$ cat config.mk
export PLATFORM = sky130hd
export DESIGN_NAME = ptl_sqrt_cell
export DESIGN_NICKNAME = d
export VERILOG_FILES = /design/src/rtl/ptl_pkg.sv /design/src/rtl/ptl_sqrt_cell.sv
export SDC_FILE = /design/constraint.sdc
export NUM_CORES = 1
export LEC_CHECK = 0
export ABC_CLOCK_PERIOD_IN_PS = 2990
export BUFFER_PORTS_ARGS = -buffer_cell sky130_fd_sc_hd__buf_4
export CORE_UTILIZATION = 45
export DETAILED_ROUTE_END_ITERATION = 6
export HOLD_SLACK_MARGIN = 0.12
export PLACE_DENSITY_LB_ADDON = 0.08
export RECOVER_POWER = 25
export REMOVE_ABC_BUFFERS = 1
export SYNTH_ARGS = -nofsm -noshare
export SYNTH_HDL_FRONTEND = slang
export SYNTH_SLANG_ARGS = --single-unit
export TNS_END_PERCENT = 10
$ cat constraint.sdc
create_clock -name clk -period 2.99 [get_ports clk]
set_input_delay 0.1495 -clock clk [delete_from_list [all_inputs] [get_ports clk]]
set_output_delay 0.1495 -clock clk [all_outputs]
set_load 0.005 [all_outputs]
$ cat src/rtl/ptl_pkg.sv
package ptl_pkg;

    // default coordinate width, two's complement
    localparam int COORD_WIDTH_DEF = 32;

    // cell rows
    localparam int DIV_QW_DEF  = COORD_WIDTH_DEF + 1;
    localparam int DIV_UW_DEF  = 2 * COORD_WIDTH_DEF + 2;
    localparam int SQRT_RW_DEF = COORD_WIDTH_DEF + 2;

endpackage

$ cat src/rtl/ptl_sqrt_cell.sv
module ptl_sqrt_cell #(
    parameter int RW = ptl_pkg::SQRT_RW_DEF
) (
    input  logic            clk,
    input  logic [RW+1:0]   rem_in,
    input  logic [2*RW-1:0] src_in,
    input  logic [RW-1:0]   root_in,
    output logic [RW+1:0]   rem_out,
    output logic [2*RW-1:0] src_out,
    output logic [RW-1:0]   root_out
);

    logic [RW+3:0]   t;
    logic [RW+3:0]   trial;
    logic [RW+3:0]   diff;
    logic            ge;
    logic [RW+1:0]   rem_next;
    logic [RW+1:0]   rem_reg;
    logic [2*RW-1:0] src_next;
    logic [2*RW-1:0] src_reg;
    logic [RW-1:0]   root_next;
    logic [RW-1:0]   root_reg;

    // digit-by-digit root: two radicand bits per cell
    assign t     = {rem_in, src_in[2*RW-1 -: 2]};
    assign trial = {2'b00, root_in, 2'b01};
    assign diff  = t - trial;
    assign ge    = (t >= trial);

    assign rem_next  = ge ? diff[RW+1:0] : t[RW+1:0];
    assign src_next  = {src_in[2*RW-3:0], 2'b00};
    assign root_next = {root_in[RW-2:0], ge};

    always_ff @(posedge clk)
    begin
        rem_reg  <= rem_next;
        src_reg  <= src_next;
        root_reg <= root_next;
    end

    assign rem_out  = rem_reg;
    assign src_out  = src_reg;
    assign root_out = root_reg;

endmodule

=== Word-level counts from Yosys, hierarchy flattened ===
Cells that the tools add are included.

* $add $sub $neg: 1
* Order comparisons: 1
* Mux-type cells: 1

{| class="wikitable"
|+ Operators with widths
! cell !! count
|-
| 38-bit by 36-bit greater-or-equal comparator with 1-bit output || 1
|-
| 36-bit two-way mux || 1
|-
| 36-bit subtractor || 1
|}

* Bits in registers: 136
* Output and inout port bits: 138

=== Depth between registers and ports, before layout ===
* Word-level depth: 2
* Mapped depth: 14
* Mapped depth without buffers: 11

=== Worst setup path before layout ===
OpenSTA, ideal clock, no wires.

* Path type: input to register
* Start: input root_in[5]
* End: register rem_reg[12], in the netlist rem_out[12]
* Library setup time: 123 ps
* Arrival: 2494 ps
* Required time: 2867 ps
* Slack: 373 ps
* Cell stages on the path: 11
* Path through: inv_1 ha_1 buf_2 a2111o_1 o21ai_2 o41a_2 o21ai_2 a31o_2 a211oi_4 buf_6 mux2_1

* Longest elaborated chain between the ends: 2
* Elaborated cells on any way between the ends: 3

{| class="wikitable"
|+ Ends and longest elaborated chain
! element !! RTL line !! RTL
|-
| start: declaration || ptl_sqrt_cell.sv:7 || <nowiki>input logic [RW-1:0] root_in,</nowiki>
|-
| 36-bit subtractor or 38-bit by 36-bit greater-or-equal comparator with 1-bit output (tied branches) || ptl_sqrt_cell.sv:27, ptl_sqrt_cell.sv:28 ||
|-
| 36-bit two-way mux (*) || ptl_sqrt_cell.sv:30 || <nowiki>assign rem_next = ge ? diff[RW+1:0] : t[RW+1:0];</nowiki>
|-
| net rem_next[12] || ptl_sqrt_cell.sv:17 || <nowiki>logic [RW+1:0] rem_next;</nowiki>
|-
| end signal: assignment || ptl_sqrt_cell.sv:36 || <nowiki>rem_reg <= rem_next;</nowiki>
|-
| end: declaration || ptl_sqrt_cell.sv:18 || <nowiki>logic [RW+1:0] rem_reg;</nowiki>
|}

The timed path passes the listed nets; every way through them passes the cells marked *.

=== Worst setup path in the final report ===
* Start: input root_in[9]
* End: register rem_reg[4], in the netlist rem_out[4]

* Longest elaborated chain between the ends: 2

{| class="wikitable"
|+ Ends and longest elaborated chain
! element !! RTL line !! RTL
|-
| 38-bit by 36-bit greater-or-equal comparator with 1-bit output || ptl_sqrt_cell.sv:28 || <nowiki>assign ge = (t >= trial);</nowiki>
|-
| 36-bit two-way mux || ptl_sqrt_cell.sv:30 ||
|-
| net rem_next[4] || ptl_sqrt_cell.sv:17 ||
|}

The timed path passes the listed nets, and every way through them passes these cells.

==> metrics <==
layout net count 1143; Num CTS Buffers 17; clk buf depth 2; Top-Level Pins roughly 280; CTS tree built; outcome finished clean; synthesis-stage register bit count approximately 140; initial antenna violation count 0; Post-Place Setup Slack ~0.16 ns; Max Freq 0.3435 GHz; period utilization between 90% and 100%; Area Overhead vs Synth 79.05%; routed wire length 20170 um; Power Dens Cells 544.4 nW/um2; FFs w/ async S/R, synth 0%; Synth warnings 0; Ant. Diodes 0; Non-Filler Instances ~1100; Pleak 4.506 nW; Die Y-Extent ~110 um; Setup crit end rem_out[4]; Top FF cell, synth dfxtp_1; first-pass GRT wire length between 30000 and 40000 um; Yosys top cell area share around half; Synth Area per Inst between 9 and 10 um2; minimum clock period a little under 3 ns; DP HPWL between 10000 and 15000 um; Post-Synthesis Cells roughly 540; Critical Path AT 3.21 ns; post-synthesis cell type count 56; startpoint types input pin; gr usage total 32.27%; wire length per cell roughly 18 um; Max Cap Viol 0; Die ar. between 10000 and 15000 um2; CORE AREA around 11000 um2; Final WS setup between 0.07 and 0.08 ns; Initial Utilization between 40% and 50%; final setup fails 0; First-pass DRT Iterations 5; Remaining DRCs 0; Synth top cells by count dfxtp_1 (136), nand2_1 (57), inv_1 (44); number of routed nets with antenna violations 0; Cell Area, Synth around 5300 um2; largest net degree at the start of global routing 36; Setup Crit Path Kind input pin to flip-flop; peak supply drop between 0.5 and 0.6 mV; Total Negative Setup Slacks 0 ns; # rows 39; RSZ-0062 raised after global routing true; EDFF count, synth 0; drt via density between 5 and 6; dominant cell type by area after synthesis dfxtp_1; vias 5769; number of clock sinks ~140; vias in the first global route around 5800; Crit. End Element flip-flop; Max Slew Vio Count 0; fraction of the yosys area taken by sequential cells slightly above 50%; Hold Crit Class input pin to flip-flop; Crit. Startpoint root_in[9]; Port Buffers 274; root buffer cell clkbuf_16; DR iter-0 viols about 550; GPL Wtd Cong 0.9196; data required time of the critical path between 3 and 4 ns; total gr overflow 0; CTS H-tree depth 4; Hold Fails Final Rpt 0; Synth area leaders dfxtp_1 (51%), ha_1 (8.4%), nand2_1 (4.0%); placed cells 950; CP Max Fanout 12; Clock Pin Slew Worst Setup and Hold Paths roughly 0.06 ns; most common cell in the netlist dfxtp_1; share of cells above drive strength 1 between 30 and 40%; Die W 110.9 um
## report_power, final
| group | internal (mW) | switching [mW] | leakage [nW] | total (mW) |
|---|---|---|---|---|
| sequential | 1.99 | 0.0622 | 1.15 | 2.06 |
| combinational | 0.704 | 0.571 | 3.12 | 1.27 |
| clock | 1.05 | 0.825 | 0.241 | 1.87 |
## final cells by class
type / instances / area [um2]
tap: 143 / 178.9
sequential: 136 / 2723
clock buffer: 19 / 432.9
timing repair buffer: 425 / 3570
clock inverter: 12 / 80.08
multi-input combinational: 344 / 2410
inverter: 44 / 165.2
fill: 630 / 1908
## kinds of logic (layout without fill, tap and decap cells)
family,count (synthesis),after routing,synth area share [%]
fa+ha+maj,36,36,8.437
flops,136,136,51.00
buf+inv,60,500,5.367
xor+xnor,30,30,4.921
simple gates,125,125,10.64
other cells,1,2,0.07024
compound gates,147,147,18.77
mux,4,4,0.7968
## worst min path at each step
stage                     startpoint            to  slack, ns  cells after the start
after floorplan           root_in[9]  root_out[10]       0.18                      0
after global placement    src_in[43]   src_out[45]       0.25                      1
after detailed placement  src_in[51]   src_out[53]       0.25                      1
after CTS                 rem_in[34]   rem_out[34]       0.22                      4
after global routing      rem_in[34]   rem_out[34]       0.28                      4
final                     rem_in[34]   rem_out[34]       0.24                      4
## state kept, by name, indices dropped and copies added (netlist names)
signal and flops:
rem_out 36, root_out 34, src_out 66
## metal layers
| layer | global-route usage [%] | part of all wire [%] | wire length, um | vias up |
|---|---|---|---|---|
| met1 | 36.37 | 39 | 7801 | 2707 |
| li1 | - | - | - | 2726 |
| met5 | 0 | 0 | 0 | - |
| met4 | 14.49 | 3.3 | 658 | 0 |
| met2 | 57.56 | 52 | 10420 | 280 |
| met3 | 7.600 | 6.4 | 1289 | 56 |
## what timing repair did
action,CTS,global route
gates resized for setup,0,16
endpoints found under the setup margin,0,15
endpoints found under the hold margin,135,0
hold buffers,135,0
buffers inserted,0,5
## per-stage QoR
stage / power [mW] / util, % / instance area [um2] / hold slack, ns
after floorplan: 2.570 / - / 5221 / 0.1772
after global placement: 3.118 / 65.84 / 7550 / 0.2545
after detailed placement: 3.138 / 65.84 / 7550 / 0.2550
after CTS: 5.114 / 82.09 / 9414 / 0.2247
after global routing: 5.413 / 83.36 / 9559 / 0.2770
final: 5.204 / 83.36 / 9559 / 0.2380
## worst max-delay path: stages
cell	delay, ns
dlygate4sd3_1	0.54
buf_4	0.13
inv_1	0.05
ha_2	0.31
a21oi_1	0.20
o21ai_0	0.12
a31oi_1	0.20
o41a_2	0.20
o21ai_2	0.09
a31o_4	0.28
a211oi_4	0.40
buf_12	0.20
mux2_1	0.33
## layout by cell type, fill, tap and decap left out, types with 7 or more instances in the layout
master and n:
clkbuf_1 7, o21ai_1 8, a21o_1 14, ha_1 30, xnor2_1 17, o21ai_2 22
xor2_1 13, clkbuf_16 19, nand2_1 57, buf_4 221, a21oi_1 36, clkbuf_4 60
inv_1 44, nand3_1 9, dfxtp_1 136, nor2_1 23, o21ai_0 21, dlygate4sd3_1 135
nor2b_1 8
Power figures use the tool's default switching activity.
