[src/rtl/ptl_pkg.sv]
package ptl_pkg;

    // default coordinate width, two's complement
    localparam int COORD_WIDTH_DEF = 32;

    // cell rows
    localparam int DIV_QW_DEF  = COORD_WIDTH_DEF + 1;
    localparam int DIV_UW_DEF  = 2 * COORD_WIDTH_DEF + 2;
    localparam int SQRT_RW_DEF = COORD_WIDTH_DEF + 2;

endpackage

[src/rtl/ptl_div_cell.sv]
module ptl_div_cell #(
    parameter int QW = ptl_pkg::DIV_QW_DEF,
    parameter int UW = ptl_pkg::DIV_UW_DEF
) (
    input  logic          clk,
    input  logic [UW-1:0] rem_in,
    input  logic [QW-1:0] num_in,
    input  logic [QW-1:0] quo_in,
    input  logic [UW-1:0] uu_in,
    output logic [UW-1:0] rem_out,
    output logic [QW-1:0] num_out,
    output logic [QW-1:0] quo_out,
    output logic [UW-1:0] uu_out
);

    logic [UW:0]   trial;
    logic [UW:0]   diff;
    logic          ge;
    logic [UW-1:0] rem_next;
    logic [UW-1:0] rem_reg;
    logic [QW-1:0] num_next;
    logic [QW-1:0] num_reg;
    logic [QW-1:0] quo_next;
    logic [QW-1:0] quo_reg;
    logic [UW-1:0] uu_reg;

    // one restoring step: bring down the next numerator bit
    assign trial = {rem_in, num_in[QW-1]};
    assign diff  = trial - {1'b0, uu_in};
    assign ge    = (trial >= {1'b0, uu_in});

    assign rem_next = ge ? diff[UW-1:0] : trial[UW-1:0];
    assign num_next = {num_in[QW-2:0], 1'b0};
    assign quo_next = {quo_in[QW-2:0], ge};

    always_ff @(posedge clk)
    begin
        rem_reg <= rem_next;
        num_reg <= num_next;
        quo_reg <= quo_next;
        uu_reg  <= uu_in;
    end

    assign rem_out = rem_reg;
    assign num_out = num_reg;
    assign quo_out = quo_reg;
    assign uu_out  = uu_reg;

endmodule

[config.mk]
export PLATFORM = sky130hd
export DESIGN_NAME = ptl_div_cell
export DESIGN_NICKNAME = d
export VERILOG_FILES = /design/src/rtl/ptl_pkg.sv /design/src/rtl/ptl_div_cell.sv
export SDC_FILE = /design/constraint.sdc
export NUM_CORES = 1
export LEC_CHECK = 0
export BUFFER_PORTS_ARGS = -buffer_cell sky130_fd_sc_hd__buf_4
export CAP_MARGIN = 20
export CORE_AREA = 5 5 149 151
export CTS_CLUSTER_SIZE = 10
export DETAILED_ROUTE_END_ITERATION = 8
export DIE_AREA = 0 0 154 156
export PLACE_DENSITY_LB_ADDON = 0.1
export SLEW_MARGIN = 20
export SYNTH_ARGS = -nofsm -noshare
export SYNTH_HDL_FRONTEND = slang
export SYNTH_SLANG_ARGS = --single-unit
[constraint.sdc]
create_clock -name clk -period 6.55 [get_ports clk]
set_clock_uncertainty 0.05 [all_clocks]
set_input_delay 0 -clock clk [delete_from_list [all_inputs] [get_ports clk]]
set_output_delay 0 -clock clk [all_outputs]
set_load 0.01 [all_outputs]
* Word-level counts from Yosys, hierarchy flattened
Index checks and enable logic that the tools add are counted.
** Word-level totals
- Bits of input ports :: 199
- Word-level logic and storage cells :: 7
- Output and inout bits :: 198
- Flip-flop bits (word level) :: 197
** Cells by class
- Add/sub/neg operators :: 1
- Magnitude comparators :: 1
- Mux-type cells :: 1
** Operator list (number)
- 67-bit by 66-bit >= comparator with 1-bit output :: 1
- 66-bit 2-to-1 mux :: 1
- 66-bit subtractor :: 1

* Logic depth before layout (Yosys ltp)
- Depth in word-level cells :: 2
- Mapped depth :: 15
- Gate-level depth less buffers :: 13

* Least setup slack after synthesis
Ideal clock, no wire load.
- Path kind :: input to register
- From :: input port num_in[32]
- To :: register rem_reg[64], in the netlist rem_out[64]
- Setup time :: 0.121 ns
- Buffers on the path :: 0
- Data required time :: 6.379 ns
- Arrival time :: 2.600 ns
- Setup slack :: 3.778 ns
- Stages :: 13
- Path through :: inv_1 -> ha_1 -> inv_1 -> fa_1 -> a211o_1 -> a211o_1 -> a41oi_2 -> o211ai_1 -> a31o_1 -> a21o_1 -> a21oi_1 -> xnor2_1 -> mux2_4
** On the way
- Cells in the longest elaborated chain, start to end :: 2
- Elaborated cells between the ends (all ways) :: 3
- Those cells by class :: add/sub: 1; order compare: 1; mux: 1
** Ends and longest elaborated chain
- from (decl) :: RTL line ptl_div_cell.sv:7 : input logic [QW-1:0] num_in,
- 66-bit subtractor or 67-bit by 66-bit >= comparator with 1-bit output (tied branches) :: RTL line ptl_div_cell.sv:29, ptl_div_cell.sv:30
- 66-bit 2-to-1 mux * :: RTL line ptl_div_cell.sv:32 : assign rem_next = ge ? diff[UW-1:0] : trial[UW-1:0];
- via rem_next[64] :: RTL line ptl_div_cell.sv:19 : logic [UW-1:0] rem_next;
- to (signal assigned) :: RTL line ptl_div_cell.sv:38 : rem_reg <= rem_next;
- to (decl) :: RTL line ptl_div_cell.sv:20 : logic [UW-1:0] rem_reg;
The timed path passes the listed nets; every way through them passes the cells marked *.

* Worst setup path after layout
- From :: input port rem_in[5]
- To :: register rem_reg[63], in the netlist rem_out[63]
** On the way
- Cells in the longest elaborated chain, start to end :: 2
- Elaborated cells between the ends (all ways) :: 3
- Those cells by class :: add/sub: 1; order compare: 1; mux: 1
** Ends and longest elaborated chain
- from (decl) :: RTL line ptl_div_cell.sv:6 : input logic [UW-1:0] rem_in,
- 66-bit subtractor or 67-bit by 66-bit >= comparator with 1-bit output (tied branches) :: RTL line ptl_div_cell.sv:29, ptl_div_cell.sv:30
- 66-bit 2-to-1 mux * :: RTL line ptl_div_cell.sv:32
- via rem_next[63] :: RTL line ptl_div_cell.sv:19
Marked as above.

==> metrics.sh <==
NUMCTSBUFFERS=17
DRT_ITER0_MARKERS=448
FINAL_HOLD_VIOL_COUNT=0
SWITCHING_SHARE=0.319
PERIOD_MINUS_SLACK_NS=3.94
YOSYS_WARNINGS=0
POSTSYNTHREGISTERBITS=197
FMAX_GHz=0.254
MOST-COMMON-LAYOUT-CELLS='buf_4 (394), dlygate4sd3_1 (197), dfxtp_1 (197)'
CTS_RESIZED=0
FINALWEIGHTEDCONGESTION=0.920
POST_SYNTH_NUM_CELL_TYPES=76
OVERALL_VIA_COUNT_FROM_DETAIL_ROUTE=9471
DIE_WIDTH_UM=154
FLOORPLAN.CORE_AREA_MM2=0.0207
DRC=0
DRT_PRE_ANTENNA_ITERS=5
GROUTE.USAGE.OVERALL=0.285
NUM-NETS-FINAL=1819
ROUTE.DETAILED.VIAS_PER_INST=5.13
MAPPEDNETLISTNETS=1250
WORST_HOLD_STARTPOINT='rem_in[65]'
CLOCK_TRANSITION_TIME_AT_THE_FLIP_FLOP_CLOCK_PINS_OF_THE_WORST_SETUP_AND_HOLD_PATHS_NS=0.08
IR_WORST_VDD_mV=0.190
NUMBER_OF_BUFFERS_ON_THE_LONGEST_CLOCK_PATH=2
SETUP.WORST_PATH.START_CLASS='primary input'
CTS_ROOT_BUF='clkbuf_16'
SYNTH_EDF_COUNT=0
PLACEDCELLCOUNT=1612
FINAL_MAX_SLEW_VIOL_COUNT=0
SYNTHCELLS=984
DETAILEDPLACE.WORSTSLACK_NS=3.09
TIMING.CRITICAL_PATH.FANOUT_MAX=63
TIMING.FINAL.CRIT_SHARE=0.602
AVGROUTEDWIREPERCELL_UM=19.3
ANTENNA_VIOLATIONS_BEFORE_REPAIR=4
NUMBER_OF_NETS_WITH_ANTENNA_VIOLATIONS_AFTER_DETAILED_ROUTING=0
CELL_INT_POWER_W=0.00246
CRIT_END='rem_out[63]$_DFF_P_'
POST_ROUTE_CELLS_DRIVE_ABOVE_1_SHARE=0.328
SYN_AVG_CELL_AREA_UM2=9.78
H-TREE-DEPTH=4
SETUP_REPAIR_AFTER_GLOBAL_ROUTING_MISSED_ITS_MARGIN='false'
CTS_NUM_SINKS=197
MAX_SLEW_MARGIN=0.409
DIE_HEIGHT_UM=156
SYNTH-ASYNC-RESET-RATIO=0
TOTAL_SWITCHING_POWER_W=0.00115
ARRIVAL_NS=4.22
SEQ_POWER_SHARE=0.380
CLKPWRFRAC=0.305
BOUNDARYPINS=397
INSTANCES_NO_FILL=1845
LAYOUT-AREA-OVERHEAD-VS-SYNTH_PCT=58.0
TIMING_WORST_SETUP_PATH_TYPE='in2reg'
CRITPATHCAPTURETYPE='register'
POWER_W=0.00361
FP-ROW-COUNT=53
LAYOUT_SETUP_WS_NS=2.61
WORSTSETUPSTARTPOINT='rem_in[5]'
ROUTED_WIRELENGTH_MM=35.6
RUN_STATUS='finished clean'
HPWL_MM=25.0
CTS_SETUP_BUFFERS=0
FIRST_GLOBAL_VIAS=9780
MOSTFREQUENTLAYOUTCELL='buf_4'
POWERDENSITY_mW_PER_MM2=237
MAX_CAP_VIOL_COUNT=0
REQUIRED_NS=6.83
HOLD_PATH_CLASS='in2reg'
SEQ_AREA_FRAC_SYNTH=0.410
SETUP_VIOL_COUNT_FINAL=0
HOLD_BUFFERS=197
YOSYS_MOST_USED_DFF='dfxtp_1'
WORST-SLEW-PIN-TRANSITION_NS=0.880
GLOBALROUTE.TOTALOVERFLOW=0
CLOCK_TREE_FROM_TRITONCTS='built'
PIN_COUNT_OF_THE_BIGGEST_NET_ENTERING_GLOBAL_ROUTING=64
POST_SYNTH_INSTANCE_AREA_MM2=0.00962
FLOORPLAN.DIE_AREA_MM2=0.0240
POWER_LEAKAGE_nW=7.41
PLACEMENT.IO_BUFFERS=394
FIN_SETUP_TNS_NS=0
HOLDPATHSTAGES=6
GRT_PASS1_WL_MM=54.1
INITIAL_CELL_DENSITY_OF_THE_CORE=0.465
POWER.COMBINATIONAL.FRACTION=0.316
POSTLAYOUTCOREUTIL=0.735
## kinds of logic (layout without fill, tap and decap cells)
family | after synthesis | count (layout) | synth area share
AND/OR/NAND/NOR | 213 | 213 | 0.109
AO/OA/AOI/OAI | 256 | 256 | 0.176
buffers and inverters | 130 | 712 | 0.0701
flip-flops | 197 | 197 | 0.410
multiplexers | 64 | 64 | 0.0967
XOR/XNOR | 56 | 56 | 0.0510
adder cells (fa/ha/maj) | 67 | 67 | 0.0879
other | 1 | 5 | 0.000390
## power groups by stage
| stage | Clock [W] | Sequential [W] | Combinational, W |
|---|---|---|---|
| final | 0.00110 | 0.00137 | 0.00114 |
| after global routing | 0.00117 | 0.00138 | 0.00122 |
| after CTS | 0.00111 | 0.00137 | 0.00112 |
| after detailed placement | 0 | 0.00139 | 0.00102 |
| after global placement | 0 | 0.00139 | 0.00101 |
| after floorplan | 0 | 0.00146 | 0.000527 |
## area by class of cell
| class | instances | area (µm²) |
|---|---|---|
| clock inverters | 15 | 198 |
| well taps | 275 | 344 |
| flip-flops and latches | 197 | 3940 |
| fillers | 1517 | 5490 |
| repair buffers | 591 | 4930 |
| inverters | 89 | 347 |
| clock buffers | 17 | 425 |
| multi-input cells | 657 | 5010 |
| diodes | 4 | 10.0 |
## worst min path at each step
stage	end	slack [ns]
6_report	rem_out[47]$_DFF_P_	0.05
5_1_grt	rem_out[47]$_DFF_P_	0.08
4_1_cts	rem_out[47]$_DFF_P_	0.02
3_5_place_dp	quo_out[20]$_DFF_P_	0.06
3_3_place_gp	num_out[31]$_DFF_P_	0.05
2_1_floorplan	num_out[10]$_DFF_P_	-0.02
## flip-flops by register name, indices dropped and copies added (netlist names)
| name | flops |
|---|---|
| num_out | 32 |
| quo_out | 33 |
| rem_out | 66 |
| uu_out | 66 |
## synth_stat cells (8+ instances only)
library cell	count	area, µm²
inv_1	88	330
nor3_1	15	75.1
nand3_1	15	75.1
a21o_1	34	255
nand4_1	26	163
o21ai_0	45	225
o21bai_1	14	105
o21a_1	8	60.1
ha_1	66	826
a21oi_1	84	420
xnor2_1	33	289
dfxtp_1	197	3940
xor2_1	23	201
buf_2	14	70.1
nand2_1	57	214
clkbuf_1	12	45.0
mux2_4	57	856
nor2_1	58	218
## routing by layer
metal  track usage  wire [µm]  vias to the layer above
met4         0.121       1340                        0
met5             0          0                        -
li1              -          -                     4583
met1         0.321      13500                     4452
met3        0.0674       2360                       71
met2         0.517      18400                      365
## per-stage QoR
| step | hold slack [ns] | instance area, µm² |
|---|---|---|
| 2_1_floorplan | -0.0223 | 9620 |
| 3_3_place_gp | 0.0544 | 12600 |
| 3_5_place_dp | 0.0554 | 12600 |
| 4_1_cts | 0.0221 | 15200 |
| 5_1_grt | 0.0846 | 15200 |
| 6_report | 0.0467 | 15200 |
## worst max-delay path, cell delays in order
cell,delay [ns]
dlygate4sd3_1,0.58
buf_4,0.15
ha_1,0.38
and3_1,0.36
nand2_2,0.09
a21oi_2,0.19
o2111ai_2,0.21
a2111oi_4,0.55
o211a_4,0.25
o31ai_4,0.11
and2_4,0.25
inv_12,0.31
o2111ai_1,0.15
dlygate4sd3_1,0.58
No activity file was read; power rests on OpenSTA's default activity.
